File: src/hdl/edi_pkg.sv
// shared types, codes and field layout for the elevator door interlock
// no dependencies; imported by every module of the block

package edi_pkg;

  localparam int FLOORS  = 16;
  localparam int FLOOR_W = (FLOORS > 1) ? $clog2(FLOORS) : 1;

  localparam int REQ_W  = 3;
  localparam int IDX_W  = 4;
  localparam int OUTC_W = 3;
  localparam int TIME_W = 32;
  localparam int CFG_W  = 8;

  // request codes
  localparam logic [REQ_W-1:0] REQ_OPEN    = 3'd0;
  localparam logic [REQ_W-1:0] REQ_HOLD    = 3'd1;
  localparam logic [REQ_W-1:0] REQ_CLOSE   = 3'd2;
  localparam logic [REQ_W-1:0] REQ_PRESS   = 3'd3;
  localparam logic [REQ_W-1:0] REQ_RELEASE = 3'd4;
  localparam logic [REQ_W-1:0] REQ_SET_BLK = 3'd5;

  // outcome codes
  localparam logic [OUTC_W-1:0] OUTC_FLAG    = 3'd0;
  localparam logic [OUTC_W-1:0] OUTC_OPENED  = 3'd1;
  localparam logic [OUTC_W-1:0] OUTC_HELD    = 3'd2;
  localparam logic [OUTC_W-1:0] OUTC_CLOSED  = 3'd3;
  localparam logic [OUTC_W-1:0] OUTC_ALREADY = 3'd4;
  localparam logic [OUTC_W-1:0] OUTC_REOPEN  = 3'd5;
  localparam logic [OUTC_W-1:0] OUTC_REFUSED = 3'd6;

  // door phase codes
  localparam logic [1:0] PH_IDLE    = 2'd0;
  localparam logic [1:0] PH_OPENING = 2'd1;
  localparam logic [1:0] PH_HOLDING = 2'd2;
  localparam logic [1:0] PH_CLOSING = 2'd3;

  // config register indexes
  localparam int CIDX_W = 2;
  localparam logic [CIDX_W-1:0] CFG_OPEN_TIME  = 2'd0;
  localparam logic [CIDX_W-1:0] CFG_HOLD_TIME  = 2'd1;
  localparam logic [CIDX_W-1:0] CFG_CLOSE_TIME = 2'd2;

  // input tdata layout
  localparam int IN_TDATA_W = 16;
  localparam int IN_REQ_LSB = 0;
  localparam int IN_IDX_LSB = 3;
  localparam int IN_ALIGNED = 7;
  localparam int IN_PAUSED  = 8;
  localparam int IN_EMERG   = 9;
  localparam int IN_POFF    = 10;
  localparam int IN_FAULT   = 11;
  localparam int IN_OVER    = 12;
  localparam int IN_BLK     = 13;

  // output tdata layout
  localparam int OUT_TDATA_W  = 48;
  localparam int OUT_PH_LSB   = 0;
  localparam int OUT_OVERALL  = 2;
  localparam int OUT_CAR      = 3;
  localparam int OUT_LOPEN    = 4;
  localparam int OUT_LLOCK    = 5;
  localparam int OUT_ALLLOCK  = 6;
  localparam int OUT_TIME_LSB = 7;
  localparam int OUT_OUTC_LSB = 39;
  localparam int OUT_HELD     = 42;
  localparam int OUT_BLOCKED  = 43;

  // classified command passed from front to back
  typedef struct packed {
    logic [REQ_W-1:0] req;
    logic [IDX_W-1:0] idx;
    logic             floor_ok;
    logic             aligned;
    logic             unsafe;
    logic             btn_ok;
    logic             blk;
  } cmd_t;

  typedef struct packed {
    logic [1:0]        phase;
    logic              overall_open;
    logic              car_open;
    logic              landing_open_here;
    logic              landing_locked_here;
    logic              all_locked;
    logic [TIME_W-1:0] total_time;
    logic [OUTC_W-1:0] outcome;
    logic              button_held;
    logic              door_blocked;
  } res_t;

endpackage

File: src/hdl/elevator_door_interlock.sv
// Elevator door interlock, top level.
// Input channel in_*: one door command item per handshake (tvalid & tready).
// Result channel out_*: exactly one status item per command, in order.
// Config channel cfg_*: writes open_time (0), hold_time (1), close_time (2);
//   cfg_ready is always high, indexes past the list are dropped.
// Path: an accepted item is written into the queue, then the back-end state
//   update loads the output register.
// Throughput: one item per cycle while out_tready is high; the back end updates
//   all door state and the saturating time adder for each item.
// A two-entry queue sits between front and back, so in_tready stays high
//   while a result waits; when out_tready is low the result holds and the
//   queue fills, then in_tready drops.
// Reset (rst_n low, synchronous): all landing doors closed and locked, car
//   and overall doors closed, phase idle, time zero, flags clear, config
//   registers back to 3/5/3, queue and output register empty.
// Built from edi_front, edi_queue and edi_back; uses edi_pkg.

module elevator_door_interlock
  import edi_pkg::*;
(
  input  logic                   clk,
  input  logic                   rst_n,
  input  logic                   in_tvalid,
  output logic                   in_tready,
  // req_type[2:0], floor_index[6:3], aligned[7], admin_paused[8],
  // emergency_call[9], power_off[10], fault_active[11], overloaded[12],
  // blocked_value[13], zero[15:14]
  input  logic [IN_TDATA_W-1:0]  in_tdata,
  output logic                   out_tvalid,
  input  logic                   out_tready,
  // door_phase[1:0], overall_door_open[2], car_door_open[3],
  // landing_open_here[4], landing_locked_here[5], all_landing_locked[6],
  // total_time[38:7], outcome[41:39], button_held[42], door_blocked[43],
  // zero[47:44]
  output logic [OUT_TDATA_W-1:0] out_tdata,
  input  logic                   cfg_valid,
  output logic                   cfg_ready,
  input  logic [CIDX_W-1:0]      cfg_index,
  input  logic [CFG_W-1:0]       cfg_data
);

  cmd_t front_cmd, back_cmd;
  logic q_full, q_not_empty, q_pop;
  res_t res;

  assign cfg_ready = 1'b1;
  assign in_tready = ~q_full;

  edi_front u_front (
    .in_tdata (in_tdata),
    .cmd      (front_cmd)
  );

  edi_queue u_queue (
    .clk       (clk),
    .rst_n     (rst_n),
    .push      (in_tvalid),
    .push_cmd  (front_cmd),
    .full      (q_full),
    .pop       (q_pop),
    .not_empty (q_not_empty),
    .pop_cmd   (back_cmd)
  );

  edi_back u_back (
    .clk       (clk),
    .rst_n     (rst_n),
    .cfg_valid (cfg_valid),
    .cfg_index (cfg_index),
    .cfg_data  (cfg_data),
    .cmd_valid (q_not_empty),
    .cmd       (back_cmd),
    .cmd_pop   (q_pop),
    .res_valid (out_tvalid),
    .res_ready (out_tready),
    .res       (res)
  );

  always_comb begin
    out_tdata = '0;
    out_tdata[OUT_PH_LSB +: 2]        = res.phase;
    out_tdata[OUT_OVERALL]            = res.overall_open;
    out_tdata[OUT_CAR]                = res.car_open;
    out_tdata[OUT_LOPEN]              = res.landing_open_here;
    out_tdata[OUT_LLOCK]              = res.landing_locked_here;
    out_tdata[OUT_ALLLOCK]            = res.all_locked;
    out_tdata[OUT_TIME_LSB +: TIME_W] = res.total_time;
    out_tdata[OUT_OUTC_LSB +: OUTC_W] = res.outcome;
    out_tdata[OUT_HELD]               = res.button_held;
    out_tdata[OUT_BLOCKED]            = res.door_blocked;
  end

endmodule

File: src/hdl/edi_front.sv
// front end: unpacks an input item and classifies its safety and floor checks
// uses edi_pkg; feeds edi_queue

module edi_front
  import edi_pkg::*;
(
  input  logic [IN_TDATA_W-1:0] in_tdata,
  output cmd_t                  cmd
);

  logic [IDX_W-1:0] idx;
  logic aligned, paused, emerg, poff, fault, over;

  assign idx     = in_tdata[IN_IDX_LSB +: IDX_W];
  assign aligned = in_tdata[IN_ALIGNED];
  assign paused  = in_tdata[IN_PAUSED];
  assign emerg   = in_tdata[IN_EMERG];
  assign poff    = in_tdata[IN_POFF];
  assign fault   = in_tdata[IN_FAULT];
  assign over    = in_tdata[IN_OVER];

  always_comb begin
    cmd.req      = in_tdata[IN_REQ_LSB +: REQ_W];
    cmd.idx      = idx;
    cmd.floor_ok = (32'(idx) < 32'(FLOORS));
    cmd.aligned  = aligned;
    cmd.unsafe   = paused | emerg | poff | fault | over | ~aligned;
    cmd.btn_ok   = ~poff & ~fault & aligned;
    cmd.blk      = in_tdata[IN_BLK];
  end

endmodule

File: src/hdl/edi_queue.sv
// two-entry command queue between the front and back ends
// uses edi_pkg for cmd_t

module edi_queue
  import edi_pkg::*;
(
  input  logic clk,
  input  logic rst_n,
  input  logic push,
  input  cmd_t push_cmd,
  output logic full,
  input  logic pop,
  output logic not_empty,
  output cmd_t pop_cmd
);

  cmd_t       mem_r [2];
  logic       wr_ptr_r, wr_ptr_nxt;
  logic       rd_ptr_r, rd_ptr_nxt;
  logic [1:0] count_r, count_nxt;
  logic       do_push, do_pop;

  assign full      = (count_r == 2'd2);
  assign not_empty = (count_r != 2'd0);
  assign do_push   = push & ~full;
  assign do_pop    = pop & not_empty;
  assign pop_cmd   = mem_r[rd_ptr_r];

  always_comb begin
    wr_ptr_nxt = wr_ptr_r ^ do_push;
    rd_ptr_nxt = rd_ptr_r ^ do_pop;
    count_nxt  = count_r + 2'(do_push) - 2'(do_pop);
  end

  always_ff @(posedge clk) begin
    if (do_push) begin
      mem_r[wr_ptr_r] <= push_cmd;
    end
  end

  always_ff @(posedge clk) begin
    if (!rst_n) begin
      wr_ptr_r <= 1'b0;
      rd_ptr_r <= 1'b0;
      count_r  <= 2'd0;
    end else begin
      wr_ptr_r <= wr_ptr_nxt;
      rd_ptr_r <= rd_ptr_nxt;
      count_r  <= count_nxt;
    end
  end

endmodule

File: src/hdl/edi_back.sv
// back end: door state, config registers and the registered result
// uses edi_pkg; takes commands from edi_queue

module edi_back
  import edi_pkg::*;
(
  input  logic              clk,
  input  logic              rst_n,
  input  logic              cfg_valid,
  input  logic [CIDX_W-1:0] cfg_index,
  input  logic [CFG_W-1:0]  cfg_data,
  input  logic              cmd_valid,
  input  cmd_t              cmd,
  output logic              cmd_pop,
  output logic              res_valid,
  input  logic              res_ready,
  output res_t              res
);

  logic [FLOORS-1:0] lopen_r, lopen_nxt;
  logic [FLOORS-1:0] llock_r, llock_nxt;
  logic              car_r, car_nxt;
  logic              overall_r, overall_nxt;
  logic [1:0]        phase_r, phase_nxt;
  logic [TIME_W-1:0] time_r, time_nxt;
  logic              blocked_r, blocked_nxt;
  logic              held_r, held_nxt;
  logic [CFG_W-1:0]  open_time_r, hold_time_r, close_time_r;
  logic              res_valid_r;
  res_t              res_r, res_nxt;

  logic [FLOOR_W-1:0] fidx;
  logic [CFG_W:0]     add_amt;
  logic [TIME_W:0]    sum;
  logic               closed_here;
  logic [OUTC_W-1:0]  outc;

  assign cmd_pop   = cmd_valid & (~res_valid_r | res_ready);
  assign res_valid = res_valid_r;
  assign res       = res_r;
  assign fidx      = FLOOR_W'(cmd.idx);

  always_comb begin
    lopen_nxt   = lopen_r;
    llock_nxt   = llock_r;
    car_nxt     = car_r;
    overall_nxt = overall_r;
    phase_nxt   = phase_r;
    blocked_nxt = blocked_r;
    held_nxt    = held_r;
    add_amt     = '0;
    outc        = OUTC_REFUSED;
    closed_here = ~overall_r & ~car_r & ~lopen_r[fidx] & llock_r[fidx];
    case (cmd.req)
      REQ_OPEN: begin
        if (cmd.floor_ok && cmd.aligned) begin
          phase_nxt       = PH_OPENING;
          llock_nxt[fidx] = 1'b0;
          lopen_nxt[fidx] = 1'b1;
          car_nxt         = 1'b1;
          overall_nxt     = 1'b1;
          add_amt         = (CFG_W+1)'(open_time_r);
          outc            = OUTC_OPENED;
        end
      end
      REQ_HOLD: begin
        phase_nxt   = PH_HOLDING;
        car_nxt     = 1'b1;
        overall_nxt = 1'b1;
        add_amt     = (CFG_W+1)'(hold_time_r);
        outc        = OUTC_HELD;
      end
      REQ_CLOSE: begin
        if (cmd.floor_ok) begin
          if (closed_here) begin
            outc = OUTC_ALREADY;
          end else if (cmd.unsafe || blocked_r || held_r) begin
            // reopen when aligned, then hold either way
            if (cmd.aligned) begin
              llock_nxt[fidx] = 1'b0;
              lopen_nxt[fidx] = 1'b1;
              add_amt = (CFG_W+1)'(open_time_r) + (CFG_W+1)'(hold_time_r);
            end else begin
              add_amt = (CFG_W+1)'(hold_time_r);
            end
            phase_nxt   = PH_HOLDING;
            car_nxt     = 1'b1;
            overall_nxt = 1'b1;
            outc        = OUTC_REOPEN;
          end else begin
            phase_nxt       = PH_CLOSING;
            lopen_nxt[fidx] = 1'b0;
            llock_nxt[fidx] = 1'b1;
            car_nxt         = 1'b0;
            overall_nxt     = 1'b0;
            add_amt         = (CFG_W+1)'(close_time_r);
            outc            = OUTC_CLOSED;
          end
        end
      end
      REQ_PRESS: begin
        held_nxt = 1'b1;
        if (cmd.btn_ok) begin
          if (cmd.floor_ok) begin
            llock_nxt[fidx] = 1'b0;
            lopen_nxt[fidx] = 1'b1;
            car_nxt         = 1'b1;
            overall_nxt     = 1'b1;
          end
          phase_nxt = PH_HOLDING;
        end
        outc = OUTC_FLAG;
      end
      REQ_RELEASE: begin
        held_nxt = 1'b0;
        outc     = OUTC_FLAG;
      end
      REQ_SET_BLK: begin
        blocked_nxt = cmd.blk;
        outc        = OUTC_FLAG;
      end
      default: begin
        outc = OUTC_REFUSED;
      end
    endcase

    // saturating add
    sum      = {1'b0, time_r} + (TIME_W+1)'(add_amt);
    time_nxt = sum[TIME_W] ? {TIME_W{1'b1}} : sum[TIME_W-1:0];

    res_nxt.phase               = phase_nxt;
    res_nxt.overall_open        = overall_nxt;
    res_nxt.car_open            = car_nxt;
    res_nxt.landing_open_here   = cmd.floor_ok & lopen_nxt[fidx];
    res_nxt.landing_locked_here = cmd.floor_ok & llock_nxt[fidx];
    res_nxt.all_locked          = ~(|lopen_nxt) & (&llock_nxt);
    res_nxt.total_time          = time_nxt;
    res_nxt.outcome             = outc;
    res_nxt.button_held         = held_nxt;
    res_nxt.door_blocked        = blocked_nxt;
  end

  always_ff @(posedge clk) begin
    if (cmd_pop) begin
      res_r <= res_nxt;
    end
  end

  always_ff @(posedge clk) begin
    if (!rst_n) begin
      lopen_r      <= '0;
      llock_r      <= '1;
      car_r        <= 1'b0;
      overall_r    <= 1'b0;
      phase_r      <= PH_IDLE;
      time_r       <= '0;
      blocked_r    <= 1'b0;
      held_r       <= 1'b0;
      open_time_r  <= CFG_W'(3);
      hold_time_r  <= CFG_W'(5);
      close_time_r <= CFG_W'(3);
      res_valid_r  <= 1'b0;
    end else begin
      if (cmd_pop) begin
        lopen_r   <= lopen_nxt;
        llock_r   <= llock_nxt;
        car_r     <= car_nxt;
        overall_r <= overall_nxt;
        phase_r   <= phase_nxt;
        time_r    <= time_nxt;
        blocked_r <= blocked_nxt;
        held_r    <= held_nxt;
      end
      if (cfg_valid) begin
        case (cfg_index)
          CFG_OPEN_TIME:  open_time_r  <= cfg_data;
          CFG_HOLD_TIME:  hold_time_r  <= cfg_data;
          CFG_CLOSE_TIME: close_time_r <= cfg_data;
          default: ;
        endcase
      end
      if (cmd_pop) begin
        res_valid_r <= 1'b1;
      end else if (res_ready) begin
        res_valid_r <= 1'b0;
      end
    end
  end

endmodule

File: config.mk
export PLATFORM = sky130hd
export DESIGN_NAME = elevator_door_interlock
export DESIGN_NICKNAME = d
export VERILOG_FILES = /design/src/hdl/edi_pkg.sv /design/src/hdl/elevator_door_interlock.sv /design/src/hdl/edi_front.sv /design/src/hdl/edi_queue.sv /design/src/hdl/edi_back.sv
export SDC_FILE = /design/constraint.sdc
export NUM_CORES = 1
export LEC_CHECK = 0
export BUFFER_PORTS_ARGS = -buffer_cell sky130_fd_sc_hd__clkbuf_2
export CAP_MARGIN = 20
export CORE_MARGIN = 10
export CORE_UTILIZATION = 35
export DETAILED_ROUTE_END_ITERATION = 10
export GPL_ROUTABILITY_DRIVEN = 0
export GPL_TIMING_DRIVEN = 0
export RECOVER_POWER = 25
export SLEW_MARGIN = 20
export SYNTH_ARGS = -nofsm -noshare
export SYNTH_HDL_FRONTEND = slang
export SYNTH_SLANG_ARGS = --single-unit
File: constraint.sdc
create_clock -name clk -period 6.4 [get_ports clk]
set_input_delay 0.64 -clock clk [delete_from_list [all_inputs] [get_ports clk]]
set_output_delay 0.64 -clock clk [all_outputs]
set_load 0.01 [all_outputs]
==> metrics.yaml <==
worst_setup_path:
  start_kind: "register"
  cpLargestDelayFamily: "compound AO/OA/AOI/OAI gates"
  reg2reg_depth: 22
  crit-reg2reg-capture: "u_back.time_r[17]"
  arrival_ns: 6.49
  crit_buf_inv: 5
  crit_chain: "buf_6 > buf_2 > buf_2 > mux2i_1 > clkbuf_1 > clkbuf_1 > nand2_1 > a21oi_1 > a21oi_1 > o21ai_0 > ha_1 > fa_1 > a21o_1 > a21oi_1 > o21bai_1 > a21oi_1 > o21bai_1 > a21boi_4 > nor3_1 > nor2_1 > a41oi_1 > o21a_1"
  cp_common_cell: "a21oi_1"
  endpoint_kind: "register"
  critical_path_required_ns: 6.78
  slowest_delay_ns: 0.56
  crit_slowest_cell: "clkbuf_1"
  worst-r2r-setup-slack_ns: 0.29
  path_class: "register to register"
  worstPathMaxFanout: 10
floorplanning:
  die_h_um: 185
  coreArea_um2: 26900
  io_pins: 82
  die_area_um2: 34200
  start_util: 0.354
  die_w_um: 185
  row_count: 60
clock_tree:
  clk_latency_ns: 0.44
  cts_sinks: 166
  clk_path_buf_depth: 2
  cts-root-buf: "clkbuf_16"
  cts_setup_buffers: 0
  cts_buffers: 17
  postCtsHoldBufs: 0
  cts_max_level: 4
  clkTransAtPathRegs_ns: 0.07
  cts_tree: "done"
drt:
  drc_errors: 0
  finalWirelength_um: 31100
  ant_nets: 0
  via_per_inst: 5.85
  num_vias: 9030
  drt_iter0_drc: 1044
  routedWlPerCell_um: 20.2
  drt_first_pass_iters: 6
grt:
  grt_pass1_vias: 8596
  grt_first_pass_wirelength_um: 48500
  grt_start_max_net_pins: 39
  grtUsageTotal: 0.179
  grt.overflow.total: 0
  grt_antenna_before_repair: 0
finish:
  area_growth_pct: 15.3
  nFillCells: 2764
  fin_area_um2: 11000
  nets: 1244
  drive_above_1_share: 0.111
  n_antenna_cell: 0
yosys:
  syn_area_per_cell_um2: 8.70
  ys_seq_area_frac: 0.418
  synth.most_common_cell: "nand2_1"
  synthArstFlopShare: 0
  synthFlopType: "dfxtp_1"
  synth_commonest_cells: "nand2_1, nor2_1, dfxtp_1"
  synth_edf_count: 66
  yosysTopAreaCellShare: 0.210
  synth_cells: 1094
  synth_top_cell_by_area: "dfxtp_1"
  yosys-top-cells-area: "dfxtp_1, edfxtp_1, nand2_1"
  yosysUniqueCellTypes: 81
  yosys_warnings: 0
  ys_seq_elements: 166
  synth_area_um2: 9520
job:
  drv_cap: 0
placement:
  dpl_cell_area_um2: 10400
  hpwlAfterDp_um: 22800
  numPortBuffers: 73
sta:
  slew_headroom: 0.381
  setup_viol: 0
  rsz0062_at_grt: "no"
  period_minus_slack_ns: 6.11
  tightest_slew_ns: 0.929
  hold_violations: 0
  finalMaxSlewViolations: 0
  fin_skew_ns: 0.0112
  period_share: 0.954
  max_freq_mhz: 164
pwr:
  power.leakage_nw: 4.24
  peakVddDrop_mv: 0.205
  power_w: 0.00461
  powerDensity_nw_per_um2: 420
worst_hold_path:
  worstHoldEndpoint: "u_queue.mem_r[1][6]"
  min_path_type: "primary input to register"
  hold_path_startpoint: "in_tdata[5]"
  holdPathStages: 1
outcome:
  status: "complete, no violations"
## cells by family after synthesis
family | count (synthesis) | synth area share
compound gates | 332 | 0.228
xor+xnor | 26 | 0.0239
fa+ha+maj | 23 | 0.0318
buf+inv | 84 | 0.0388
flops | 166 | 0.418
mux | 50 | 0.0573
other cells | 2 | 0.000789
simple gates | 411 | 0.201
## flip-flops by register name (all words and copies together) (netlist names), 8 cells and up, named ones only
register	cells
u_back.hold_time_r	8
u_back.time_r	32
u_back.llock_r	16
u_back.res	44
u_queue.mem_r	22
u_back.lopen_r	16
u_back.close_time_r	8
u_back.open_time_r	8
## layout by cell type, fill, tap and decap left out, drive strengths merged, types with 11 or more instances in the layout
master and count:
inv 30, a211oi 19, o21a 14, nor2 127, and2 14, nor3 28
ha 21, xnor2 17, nand3 24, nand2 130, and3 22, a31oi 20
dfxtp 100, o21ai 71, clkbuf 130, a21oi 94, a22oi 11, o211ai 14
buf 22, mux2i 40, edfxtp 66
## stage by stage
stage	cells	util	setup TNS, ns	hold slack (ns)	worst slack [ns]
6_report	1544	0.408	0	0.391	0.294
5_1_grt	1544	0.408	0	0.381	0.0154
4_1_cts	1544	0.409	0	0.376	0.0541
3_5_place_dp	1512	0.385	-19.10	0.456	-0.705
3_3_place_gp	1511	0.384	-46.02	0.449	-1.19
2_1_floorplan	1097	-	0	0.441	0.929
## final cells by class
class                      count  area [µm²]  share of cell area
buffer                        61         292              0.0266
clock buffer                  17         425              0.0388
clock inverter                15         186              0.0170
inverter                      23        86.3             0.00787
multi-input combinational    847        5230               0.476
sequential                   166        3980               0.363
tap                          341         427              0.0389
timing repair buffer          74         349              0.0318
## metal layers
metal / global-route usage / share of wire / up-vias
met2: 0.266 / 0.42 / 531
met1: 0.237 / 0.43 / 4168
met3: 0.0504 / 0.11 / 97
li1: - / - / 4234
met4: 0.0796 / 0.039 / 0
met5: 0 / 0 / -
## timing repair
item / CTS / global route
setup endpoints to repair: 47 / 49
gates resized for setup: 7 / 7
endpoints found under the hold margin: 0 / 0
## power by group
group	switching [W]	internal, W
clock	0.000494	0.000562
sequential	0.000139	0.00140
combinational	0.00138	0.000635
total	0.00201	0.00260
## how the worst max path moves through the flow
stage | startpoint | endpoint | slack [ns] | depth (start not counted)
CTS | register | u_back.res[18] | 0.05 | 22
finish | register | u_back.time_r[17] | 0.29 | 22
global placement | register | u_back.res[12] | -1.19 | 21
global route | register | u_back.res[18] | 0.02 | 22
floorplan | register | u_back.res[15] | 0.93 | 21
detailed placement | register | u_back.res[12] | -0.70 | 21
No activity file was read; power rests on OpenSTA's default activity.
